===== config.mk =====
export PLATFORM = sky130hd
export DESIGN_NAME = edit_distance_engine_core
export DESIGN_NICKNAME = d
export VERILOG_FILES = /design/src/hdl/edist_pkg.sv /design/src/hdl/edit_distance_engine_core.sv
export SDC_FILE = /design/constraint.sdc
export NUM_CORES = 2
export LEC_CHECK = 0
export BUFFER_PORTS_ARGS = -buffer_cell sky130_fd_sc_hd__buf_2
export CAP_MARGIN = 20
export CORE_UTILIZATION = 25
export CTS_CLUSTER_SIZE = 10
export DETAILED_ROUTE_END_ITERATION = 7
export GPL_TIMING_DRIVEN = 0
export PLACE_DENSITY = 0.43
export SLEW_MARGIN = 15
export SYNTH_ARGS = -nofsm -noshare
export SYNTH_HDL_FRONTEND = slang
export SYNTH_MEMORY_MAX_BITS = 65536
export SYNTH_SLANG_ARGS = --single-unit
export TNS_END_PERCENT = 50

===== constraint.sdc =====
create_clock -name i_clk -period 13.1 [get_ports i_clk]
set_input_delay 1.965 -clock i_clk [delete_from_list [all_inputs] [get_ports i_clk]]
set_output_delay 1.965 -clock i_clk [all_outputs]
set_load 0.01 [all_outputs]

===== src/hdl/edist_pkg.sv =====
// Shared constants, codes and types of the edit distance engine.
package edist_pkg;

    localparam int MAX_LEN     = 256;
    localparam int SYMBOL_BITS = 8;
    localparam int CNT_W       = $clog2(MAX_LEN + 1);
    localparam int QA_W        = (MAX_LEN > 1) ? $clog2(MAX_LEN) : 1;
    localparam int DIST_W      = 9;
    localparam int CMP_W       = CNT_W + 1;
    localparam int ADDR_W      = 3;
    localparam int DATA_W      = 32;
    localparam int S_DATA_W    = 8;
    localparam int OP_W        = 2;
    localparam int M_DATA_W    = 32;

    typedef enum logic [OP_W-1:0] {
        OP_QUERY  = 2'd0,
        OP_TARGET = 2'd1,
        OP_FINISH = 2'd2,
        OP_CLEAR  = 2'd3
    } t_op;

    typedef enum logic [1:0] {
        MODE_LEVENSHTEIN = 2'd0,
        MODE_ANCHORED    = 2'd1,
        MODE_HAMMING     = 2'd2,
        MODE_SPARE       = 2'd3
    } t_mode;

    localparam logic [ADDR_W-1:0] REG_METRIC_MODE = 3'd0;

    typedef enum logic [3:0] {
        S_IDLE = 4'b0001,
        S_TGT  = 4'b0010,
        S_FIN  = 4'b0100,
        S_FOUT = 4'b1000
    } t_state;

endpackage


===== src/hdl/edit_distance_engine_core.sv =====
// Edit distance engine: stored query, column walk per target symbol, result on finish.
// A target symbol walks the column memory, one cell per cycle, from row 0 to the query length.
// A finish also walks the column and registers its result, then waits for the previous result
// to be taken. The input is not ready meanwhile; queries and clears complete in idle.
// Synchronous active-low reset clears all counters, flags and the handshake; the memories are
// not cleared, since the first target of a pair reads the column as row indices.
module edit_distance_engine_core (
    input  logic                                i_clk,
    input  logic                                i_rst_n,
    input  logic                                psel,
    input  logic                                penable,
    input  logic                                pwrite,
    input  logic [edist_pkg::ADDR_W-1:0]        paddr,
    input  logic [edist_pkg::DATA_W-1:0]        pwdata,
    output logic [edist_pkg::DATA_W-1:0]        prdata,
    output logic                                pready,
    input  logic                                s_tvalid,
    output logic                                s_tready,
    // symbol [7:0]
    input  logic [edist_pkg::S_DATA_W-1:0]      s_tdata,
    // operation [1:0]
    input  logic [edist_pkg::OP_W-1:0]          s_tuser,
    output logic                                m_tvalid,
    input  logic                                m_tready,
    // distance [8:0], query_prefix_len [17:9], target_prefix_len [26:18],
    // not_available [27], overflow_status [29:28], zero [31:30]
    output logic [edist_pkg::M_DATA_W-1:0]      m_tdata
);

    localparam int CW = edist_pkg::CNT_W;
    localparam int DW = edist_pkg::DIST_W;
    localparam int KW = edist_pkg::CMP_W;
    localparam int SB = edist_pkg::SYMBOL_BITS;

    logic [SB-1:0]               r_q_mem [edist_pkg::MAX_LEN];
    logic [DW-1:0]               r_col_mem [edist_pkg::MAX_LEN + 1];

    edist_pkg::t_state           r_state;
    logic [1:0]                  r_mode;
    logic [CW-1:0]               r_qc;
    logic [CW-1:0]               r_tc;
    logic [DW-1:0]               r_row_best;
    logic [CW-1:0]               r_row_pos;
    logic [CW-1:0]               r_mism;
    logic [1:0]                  r_ovf;
    logic [SB-1:0]               r_sym;
    logic [CW-1:0]               r_rd_idx;
    logic                        r_issue;
    logic                        r_pv;
    logic [CW-1:0]               r_pidx;
    logic [DW-1:0]               r_col_q;
    logic [SB-1:0]               r_q_q;
    logic [DW-1:0]               r_diag;
    logic [DW-1:0]               r_left;
    logic [DW-1:0]               r_min;
    logic [CW-1:0]               r_min_qp;
    logic [DW-1:0]               r_res_dist;
    logic [CW-1:0]               r_res_qp;
    logic [CW-1:0]               r_res_tp;
    logic                        r_res_na;
    logic [1:0]                  r_res_ovf;
    logic                        r_out_valid;
    logic [edist_pkg::M_DATA_W-1:0] r_out_data;

    logic                        w_in_acc;
    logic                        w_cfg_wr;
    edist_pkg::t_op              w_op;
    logic [CW-1:0]               w_qidx;
    logic [edist_pkg::QA_W-1:0]  w_qaddr;
    logic [DW-1:0]               w_up;
    logic                        w_neq;
    logic [KW-1:0]               w_cost;
    logic [KW-1:0]               w_up1;
    logic [KW-1:0]               w_left1;
    logic [KW-1:0]               w_best;
    logic [DW-1:0]               w_j;
    logic [DW-1:0]               w_cell;
    logic                        w_last;
    logic                        w_col_we;
    logic [DW-1:0]               w_col_wd;
    logic [DW-1:0]               w_fmin;
    logic [CW-1:0]               w_fmin_qp;
    logic [DW-1:0]               w_rbest;
    logic [CW-1:0]               w_rpos;
    logic [DW-1:0]               n_dist;
    logic [CW-1:0]               n_qp;
    logic [CW-1:0]               n_tp;
    logic                        n_na;
    logic                        w_out_free;

    assign pready   = 1'b1;
    assign w_cfg_wr = psel && penable && pwrite;
    assign prdata   = (paddr == edist_pkg::REG_METRIC_MODE)
                      ? {{(edist_pkg::DATA_W-2){1'b0}}, r_mode} : '0;

    assign s_tready   = (r_state == edist_pkg::S_IDLE);
    assign w_in_acc   = s_tvalid && s_tready;
    assign w_op       = edist_pkg::t_op'(s_tuser);
    assign m_tvalid   = r_out_valid;
    assign m_tdata    = r_out_data;
    assign w_out_free = !r_out_valid || m_tready;

    assign w_qidx  = r_rd_idx - CW'(1);
    assign w_qaddr = w_qidx[edist_pkg::QA_W-1:0];

    always_comb begin
        w_up     = (r_tc == '0) ? DW'(r_pidx) : r_col_q;
        w_neq    = (r_q_q != r_sym);
        w_cost   = {1'b0, r_diag} + KW'(w_neq);
        w_up1    = {1'b0, w_up} + KW'(1);
        w_left1  = {1'b0, r_left} + KW'(1);
        w_best   = w_cost;
        if (w_up1 < w_best) begin
            w_best = w_up1;
        end
        if (w_left1 < w_best) begin
            w_best = w_left1;
        end
        w_j      = DW'(r_tc) + DW'(1);
        w_cell   = (r_pidx == '0) ? w_j : w_best[DW-1:0];
        w_last   = (r_pidx == r_qc);
        w_col_we = r_pv && (r_state == edist_pkg::S_TGT);
        w_col_wd = w_cell;
    end

    always_comb begin
        w_fmin    = r_min;
        w_fmin_qp = r_min_qp;
        if (w_up < r_min) begin
            w_fmin    = w_up;
            w_fmin_qp = r_pidx;
        end
        w_rbest = DW'(r_qc);
        w_rpos  = '0;
        if (r_row_best < w_rbest) begin
            w_rbest = r_row_best;
            w_rpos  = r_row_pos;
        end
        n_dist = w_up;
        n_qp   = r_qc;
        n_tp   = r_tc;
        n_na   = 1'b0;
        unique case (r_mode)
            edist_pkg::MODE_ANCHORED: begin
                if (w_rbest < w_fmin) begin
                    n_dist = w_rbest;
                    n_tp   = w_rpos;
                end else begin
                    n_dist = w_fmin;
                    n_qp   = w_fmin_qp;
                end
            end
            edist_pkg::MODE_HAMMING: begin
                n_na   = (r_qc != r_tc);
                n_dist = n_na ? '0 : DW'(r_mism);
            end
            default: begin
                n_dist = w_up;
            end
        endcase
    end

    always_ff @(posedge i_clk) begin
        r_col_q <= r_col_mem[r_rd_idx];
        r_q_q   <= r_q_mem[w_qaddr];
        if (w_col_we) begin
            r_col_mem[r_pidx] <= w_col_wd;
        end
        if (w_in_acc && w_op == edist_pkg::OP_QUERY && r_qc < CW'(edist_pkg::MAX_LEN)) begin
            r_q_mem[r_qc[edist_pkg::QA_W-1:0]] <= s_tdata[SB-1:0];
        end
    end

    always_ff @(posedge i_clk) begin
        if (!i_rst_n) begin
            r_state     <= edist_pkg::S_IDLE;
            r_mode      <= edist_pkg::MODE_LEVENSHTEIN;
            r_qc        <= '0;
            r_tc        <= '0;
            r_row_best  <= '1;
            r_row_pos   <= '0;
            r_mism      <= '0;
            r_ovf       <= '0;
            r_issue     <= 1'b0;
            r_pv        <= 1'b0;
            r_rd_idx    <= '0;
            r_pidx      <= '0;
            r_out_valid <= 1'b0;
        end else begin
            if (w_cfg_wr && paddr == edist_pkg::REG_METRIC_MODE) begin
                r_mode <= pwdata[1:0];
            end
            if (m_tready && r_state != edist_pkg::S_FOUT) begin
                r_out_valid <= 1'b0;
            end
            r_pv   <= r_issue;
            r_pidx <= r_rd_idx;
            if (r_issue) begin
                if (r_rd_idx == r_qc) begin
                    r_issue <= 1'b0;
                end else begin
                    r_rd_idx <= r_rd_idx + CW'(1);
                end
            end
            unique case (r_state)
                edist_pkg::S_IDLE: begin
                    if (w_in_acc) begin
                        r_sym    <= s_tdata[SB-1:0];
                        r_rd_idx <= '0;
                        r_min    <= '1;
                        unique case (w_op)
                            edist_pkg::OP_QUERY: begin
                                r_tc       <= '0;
                                r_row_best <= '1;
                                r_row_pos  <= '0;
                                r_mism     <= '0;
                                if (r_qc < CW'(edist_pkg::MAX_LEN)) begin
                                    r_qc     <= r_qc + CW'(1);
                                    r_ovf[1] <= 1'b0;
                                end else begin
                                    r_ovf <= 2'b01;
                                end
                            end
                            edist_pkg::OP_TARGET: begin
                                if (r_tc >= CW'(edist_pkg::MAX_LEN)) begin
                                    r_ovf[1] <= 1'b1;
                                end else begin
                                    r_issue <= 1'b1;
                                    r_state <= edist_pkg::S_TGT;
                                end
                            end
                            edist_pkg::OP_FINISH: begin
                                r_issue <= 1'b1;
                                r_state <= edist_pkg::S_FIN;
                            end
                            edist_pkg::OP_CLEAR: begin
                                r_qc       <= '0;
                                r_ovf      <= '0;
                                r_tc       <= '0;
                                r_row_best <= '1;
                                r_row_pos  <= '0;
                                r_mism     <= '0;
                            end
                        endcase
                    end
                end
                edist_pkg::S_TGT: begin
                    if (r_pv) begin
                        r_diag <= w_up;
                        r_left <= w_cell;
                        if (r_pidx != '0 && r_pidx == r_tc + CW'(1) && w_neq) begin
                            r_mism <= r_mism + CW'(1);
                        end
                        if (w_last) begin
                            if (w_cell < r_row_best) begin
                                r_row_best <= w_cell;
                                r_row_pos  <= CW'(w_j);
                            end
                            r_tc    <= CW'(w_j);
                            r_state <= edist_pkg::S_IDLE;
                        end
                    end
                end
                edist_pkg::S_FIN: begin
                    if (r_pv) begin
                        r_min    <= w_fmin;
                        r_min_qp <= w_fmin_qp;
                        if (w_last) begin
                            r_res_dist <= n_dist;
                            r_res_qp   <= n_qp;
                            r_res_tp   <= n_tp;
                            r_res_na   <= n_na;
                            r_res_ovf  <= r_ovf;
                            r_state    <= edist_pkg::S_FOUT;
                        end
                    end
                end
                edist_pkg::S_FOUT: begin
                    if (w_out_free) begin
                        r_out_valid <= 1'b1;
                        r_out_data  <= {2'b00, r_res_ovf, r_res_na, DW'(r_res_tp),
                                        DW'(r_res_qp), r_res_dist};
                        r_tc        <= '0;
                        r_row_best  <= '1;
                        r_row_pos   <= '0;
                        r_mism      <= '0;
                        r_ovf[1]    <= 1'b0;
                        r_state     <= edist_pkg::S_IDLE;
                    end
                end
                default: begin
                    r_state <= edist_pkg::S_IDLE;
                end
            endcase
        end
    end

`ifndef SYNTHESIS
    a_pidx_in_range: assert property (@(posedge i_clk) disable iff (!i_rst_n)
        r_pv |-> (r_pidx <= r_qc))
        else $error("column walk passed the end of the query");

    a_counts_bounded: assert property (@(posedge i_clk) disable iff (!i_rst_n)
        (r_tc <= CW'(edist_pkg::MAX_LEN)) && (r_qc <= CW'(edist_pkg::MAX_LEN)))
        else $error("string length beyond the maximum");

    a_result_from_finish: assert property (@(posedge i_clk) disable iff (!i_rst_n)
        $rose(m_tvalid) |-> $past(r_state == edist_pkg::S_FOUT))
        else $error("result raised outside the finish sequence");

    a_clear_empties: assert property (@(posedge i_clk) disable iff (!i_rst_n)
        (w_in_acc && w_op == edist_pkg::OP_CLEAR) |=> (r_qc == '0 && r_ovf == 2'b00))
        else $error("clear left query state behind");
`endif

endmodule

* Yosys cells after proc, flatten, opt, wreduce, memory -nomap -nowiden *
Memory sizes are Yosys's and may differ from the RTL's. A register that Yosys moved wholly into a read port is not among the register bits.
Index checks and enable logic that the tools add are counted.

storage, ports and cells
  memories kept = 2
  input bits = 52
  output and inout port bits = 67
  memory bits (writable) = 4,361
  logic and storage cells = 182
  bits in registers = 178

memory list
  memory     depth  width  rd ports  clocked after memory_dff  write ports  RTL line                         text
  r_col_mem  257    9      1         1                         1            edit_distance_engine_core.sv:36  logic [DW-1:0] r_col_mem [edist_pkg::MAX_LEN + 1];
  r_q_mem    256    8      1         1                         1            edit_distance_engine_core.sv:35  logic [SB-1:0] r_q_mem [edist_pkg::MAX_LEN];

cells by class
  reductions and logical operators = 35
  equality and inequality tests = 30
  $lt $le $gt $ge = 8
  muxes and demuxes = 74
  add/sub/neg operators = 8

operator list
  kind                                                   number
  2-to-1 mux 9 bit                                       36
  one-hot mux 9 bit (3 select lines)                     4
  one-hot mux 9 bit (2 select lines)                     3
  adder 9 x 1 -> 9 bit, second input constant            4
  < comparator 9 bit                                     4
  2-to-1 mux 4 bit                                       7
  == test 9 bit                                          3
  adder 9 x 1 -> 10 bit, second input constant           2
  < comparator 10 bit                                    2
  zero test 9 bit                                        2
  one-hot mux 4 bit (4 select lines)                     1
  AND reduction 4 bit                                    4
  2-to-1 mux 1 bit                                       15
  inequality test 2 bit, second input constant           7
  AND reduction 3 bit                                    4
  AND reduction 6 bit                                    2
  adder 9 x 1 -> 10 bit                                  1
  logical AND 1 bit                                      10
  2-to-1 mux 10 bit                                      1
  >= comparator 9 bit, second input constant             1
  < comparator 9 bit, second input constant              1
  inequality test 9 bit                                  1
  nonzero test 9 bit                                     1
  inequality test 2 x 1 -> 1 bit, second input constant  4
  other kinds (25)                                       35

* Logic depth before layout (Yosys ltp) *
  word-level depth = 13
  depth in mapped cells = 44
  mapped depth without buffers = 40

* Worst setup path before layout *
OpenSTA, ideal clock, no wires.

  kind = register to register
  from = reg r_tc[0]
  to = reg r_row_best[0]
  arrival = 14.170 ns
  cell stages (with the launch flop) = 41
  setup time = 0.134 ns
  data required time = 12.966 ns
  setup slack = -1.204 ns
  path through = dfxtp_1 > inv_1 > ha_1 > nor4b_2 > nand2_2 > clkbuf_1 > a21boi_0 > inv_1 > ha_1 > clkbuf_1 > xnor2_1 > ha_1 > o21a_1 > o21a_1 > o221a_2 > maj3_1 > maj3_2 > o22ai_4 > (+5 left out) > a21oi_1 > nand4b_1 > nor2_1 > mux2i_2 > and3_1 > o31ai_2 > ha_1 > a21oi_1 > o21ai_0 > a21o_1 > a211oi_1 > nor2_1 > nor3_1 > o21ai_0 > mux2i_2 > or2_1 > buf_2 > o22a_1

on the way
  elaborated cells between the ends (all ways) = 16
  classes of those cells = 2 x add/sub; 3 x order compare; 1 x eq/ne; 8 x mux; 2 x reduce/logical

RTL lines
  item                                               RTL line                          text
  start, declared                                    edit_distance_engine_core.sv:41   logic [CW-1:0] r_tc;
  start signal, assigned                             edit_distance_engine_core.sv:259  r_tc <= CW'(w_j);
  zero test 9 bit *                                  edit_distance_engine_core.sv:107  w_up = (r_tc == '0) ? DW'(r_pidx) : r_col_q;
  2-to-1 mux 9 bit *                                 edit_distance_engine_core.sv:107
  via w_up[0]                                        edit_distance_engine_core.sv:70   logic [DW-1:0] w_up;
  adder 9 x 1 -> 10 bit *                            edit_distance_engine_core.sv:110  w_up1 = {1'b0, w_up} + KW'(1);
  < comparator 10 bit                                edit_distance_engine_core.sv:113  if (w_up1 < w_best) begin
  2-to-1 mux 10 bit *                                edit_distance_engine_core.sv:113
  < comparator 10 bit                                edit_distance_engine_core.sv:116  if (w_left1 < w_best) begin
  2-to-1 mux 9 bit *                                 edit_distance_engine_core.sv:116
  2-to-1 mux 9 bit *                                 edit_distance_engine_core.sv:120  w_cell = (r_pidx == '0) ? w_j : w_best[DW-1:0];
  via w_cell[1]                                      edit_distance_engine_core.sv:77   logic [DW-1:0] w_cell;
  < comparator 9 bit *                               edit_distance_engine_core.sv:255  if (w_cell < r_row_best) begin
  inequality test 2 x 1 -> 1 bit (no source line) *  n/a
  AND reduction 7 bit (no source line) *             n/a
  end signal, assigned                               edit_distance_engine_core.sv:256  r_row_best <= w_cell;
  end, declared                                      edit_distance_engine_core.sv:42   logic [DW-1:0] r_row_best;

The timed path passes the listed nets; every way through them passes the cells marked *. The select of a mux whose other input is x is not followed.
A chain may end at the register's enable or synchronous reset.

* Final worst setup path *
  from = reg r_tc[0]
  to = reg r_row_best[5]

The elaborated chain is that of the path after synthesis.

==> metrics.cfg <==
[status]
status = finished clean

[hold_path]
hold_class = flop to flop

[sta]
fin_worst_skew_ps = 37.2
finalSetupTns_ps = 0
worst_pin_slew_ps = 1270
setup_viol = 0
rsz0062_at_grt = no
finalHoldViolations = 0
fmax_mhz = 87.3
slew_headroom_pct = 15.0
slew_violations = 0
min_period_ps = 11450
period_share_pct = 87.4

[placement]
port-buffer-count = 55
dpl_cell_area_um2 = 195000
gp_congestion = 0.822
dp_hpwl_mm = 422

[synthesis]
yosys.area.top_type_share_pct = 75.1
synthMuxAreaShare_pct = 18.6
yosys.area.top_type = edfxtp_1
synth-xor-area-share_pct = 0.508
synthAdderAreaFrac_pct = 0.487
synth_area_leaders = edfxtp_1 (75%), mux4_2 (18%), nor2_1 (1.3%)
syn_inst = 7947
async_flop_share_pct = 0
synth_edf_count = 4465
yosysUniqueCellTypes = 84
yosys.area_share.simple_pct = 2.27
ys.flop_type = edfxtp_1
yosysSeqAreaShare_pct = 76.1
synth_top_family_by_area = multiplexers
yosys_warnings = 0
synth_compound_area_share_pct = 0.805
synth_seq_cells = 4556
netlist_area_um2 = 179000
syn_area_per_cell_um2 = 22.5

[floorplan]
fp.dieH_um = 847
ioPinCount = 119
row_count = 310
coreArea_um2 = 712000
start_util_pct = 25.1
fp.dieArea_um2 = 718000
dieWidth_um = 847

[detailed_routing]
ant_nets = 0
vias_per_cell = 4.77
drc = 0
drt_iter0_markers = 10100
drt_first_pass_iters = 6
routedWlPerCell_um = 32.2
wl_mm = 596
vias = 88200

[job]
drv_cap = 0

[cts]
insertion_delay_ps = 1070
holdBufCountCts = 0
clkSinkCount = 4556
h-tree-depth = 6
post_cts_buffers = 0
post_cts_resized = 0
root_buffer = clkbuf_16
cts_tree = built
clk_path_buf_depth = 4
cts_buffers = 534
clk_pin_slew_ps = 60

[global_route]
antenna_found_initial = 40
grt_max_degree = 122
grt_pass1_vias = 90600
grt_util_all_layers_pct = 16.2
grt_pass1_wl_mm = 801
overflow = 0

[finish]
fill_cells = 69000
final_layout_size_suffix_gt1_share_pct = 29.6
multi_input_area_um2 = 40800
regArea_um2 = 136000
fin_nets = 8942
fin_area_um2 = 210000
area_delta_synth_final_pct = 17.9

[critical_path]
worstPathArrival_ps = 12370
slowest_stage = or2_4
crit_required_ps = 14020
path_max_fanout = 47
endpoint_kind = flop
path_common_cell = ha_1
crit_path_max_incr_delay_ps = 630
start_kind = flop
crit_type = flop to flop

[power_and_ir_drop]
intPower_w = 0.0238
p_sw_w = 0.00625
ir_drop_v = 0.000132
swShare_pct = 20.8
power_density_nw_per_um2 = 143
p_leak_nw = 63.0
clkPwrFrac_pct = 44.5
p_seq_share_pct = 53.1
p_comb_share_pct = 2.5

logic make-up (layout without fill, tap and decap cells):
kind of cell,count (synthesis),after routing
fa+ha+maj,70,70
other cells,2,41
simple gates,942,942
compound gates,218,218
buf+inv,550,1557
mux,1507,1507
xor+xnor,102,102
flops,4556,4556
registers in the layout, summed over array words and instances, names as in the netlist, 9 cells and up:
name        flops
r_rd_idx        9
r_tc            9
r_diag          9
r_res_qp        9
r_col_q         9
r_row_best      9
m_tdata        30
r_res_dist      9
r_qc            9
r_row_pos       9
r_min           9
r_col_mem    2313
r_mism          9
r_min_qp        9
r_q_mem      2048
r_left          9
r_res_tp        9
r_pidx          9
routing by layer:
layer  routed length, µm  vias to the layer above  track usage (%)
met4               17400                       14             4.27
li1                    -                    35000                -
met3               35500                      746             2.38
met5                  92                        -                0
met1              252000                    49100             21.9
met2              291000                     3351             27.2
cell usage after synthesis (39+ instances only):
cell type	number
edfxtp_1	4465
mux4_2	1439
mux2i_1	39
nor2_1	595
nand2_1	119
ha_1	67
buf_1	95
inv_1	78
clkbuf_1	315
nand3_1	68
dfxtp_1	91
xnor2_1	67
o21ai_0	63
a21oi_1	57
critical path, delay by kind of cell (launching register included):
kind | cells | cell delay, ps
AND/OR/NAND/NOR | 8 | 2370
buffers and inverters | 7 | 1810
adder cells (fa/ha/maj) | 7 | 2080
multiplexers | 3 | 860
AO/OA/AOI/OAI | 15 | 3480
XOR/XNOR | 1 | 260
flip-flops | 1 | 410
layout by cell type, fill, tap and decap left out, types with 61 or more instances in the layout:
master,instances
dfxtp_1,91
ha_1,67
buf_2,139
clkbuf_1,306
xnor2_1,64
o21ai_0,63
edfxtp_1,4465
inv_1,78
buf_8,61
nand2_1,119
clkbuf_2,102
mux4_2,1439
nor2_1,590
buf_6,73
clkbuf_16,559
through the flow:
| step | setup WS (ps) | instances | utilization [%] | power, W | hold WS, ps |
|---|---|---|---|---|---|
| after CTS | 1790 | 18500 | 29.5 | 0.0303 | 417 |
| after floorplan | 694 | 7978 | - | 0.0166 | 400 |
| after global placement | -7090 | 17500 | 26.8 | 0.0170 | 405 |
| after global routing | 1120 | 18500 | 29.6 | 0.0308 | 428 |
| after detailed placement | 1810 | 17800 | 27.4 | 0.0170 | 409 |
| final | 1650 | 18500 | 29.6 | 0.0300 | 411 |
power by group through the flow:
stage                     Clock (W)  Sequential [W]  Combinational [W]
after floorplan                   0          0.0162           0.000328
after global placement            0          0.0163           0.000681
after detailed placement          0          0.0162           0.000747
after CTS                    0.0136          0.0159           0.000748
after global routing         0.0141          0.0159           0.000776
final                        0.0133          0.0159           0.000739
path summary, 6_finish.rpt:
check / start / end / slack, ps / cells after the start
max: r_tc[0] / r_row_best[5] / 1650 / 41
min: r_res_tp[6] / m_tdata[24] / 410 / 0
max reg2reg: r_tc[0] / r_row_best[5] / 1650 / 41
min reg2reg: r_res_tp[6] / m_tdata[24] / 410 / 0
cell type report:
cell class | instances | area share [%]
clock buffer | 654 | 6.82
inverter | 79 | 0.141
clock inverter | 44 | 0.196
buffer | 471 | 1.03
timing repair buffer | 309 | 2.20
antenna | 8 | 0.00951
tap | 9516 | 5.66
sequential | 4556 | 64.6
multi-input combinational | 2872 | 19.4
(Power assumes the default switching activity.)
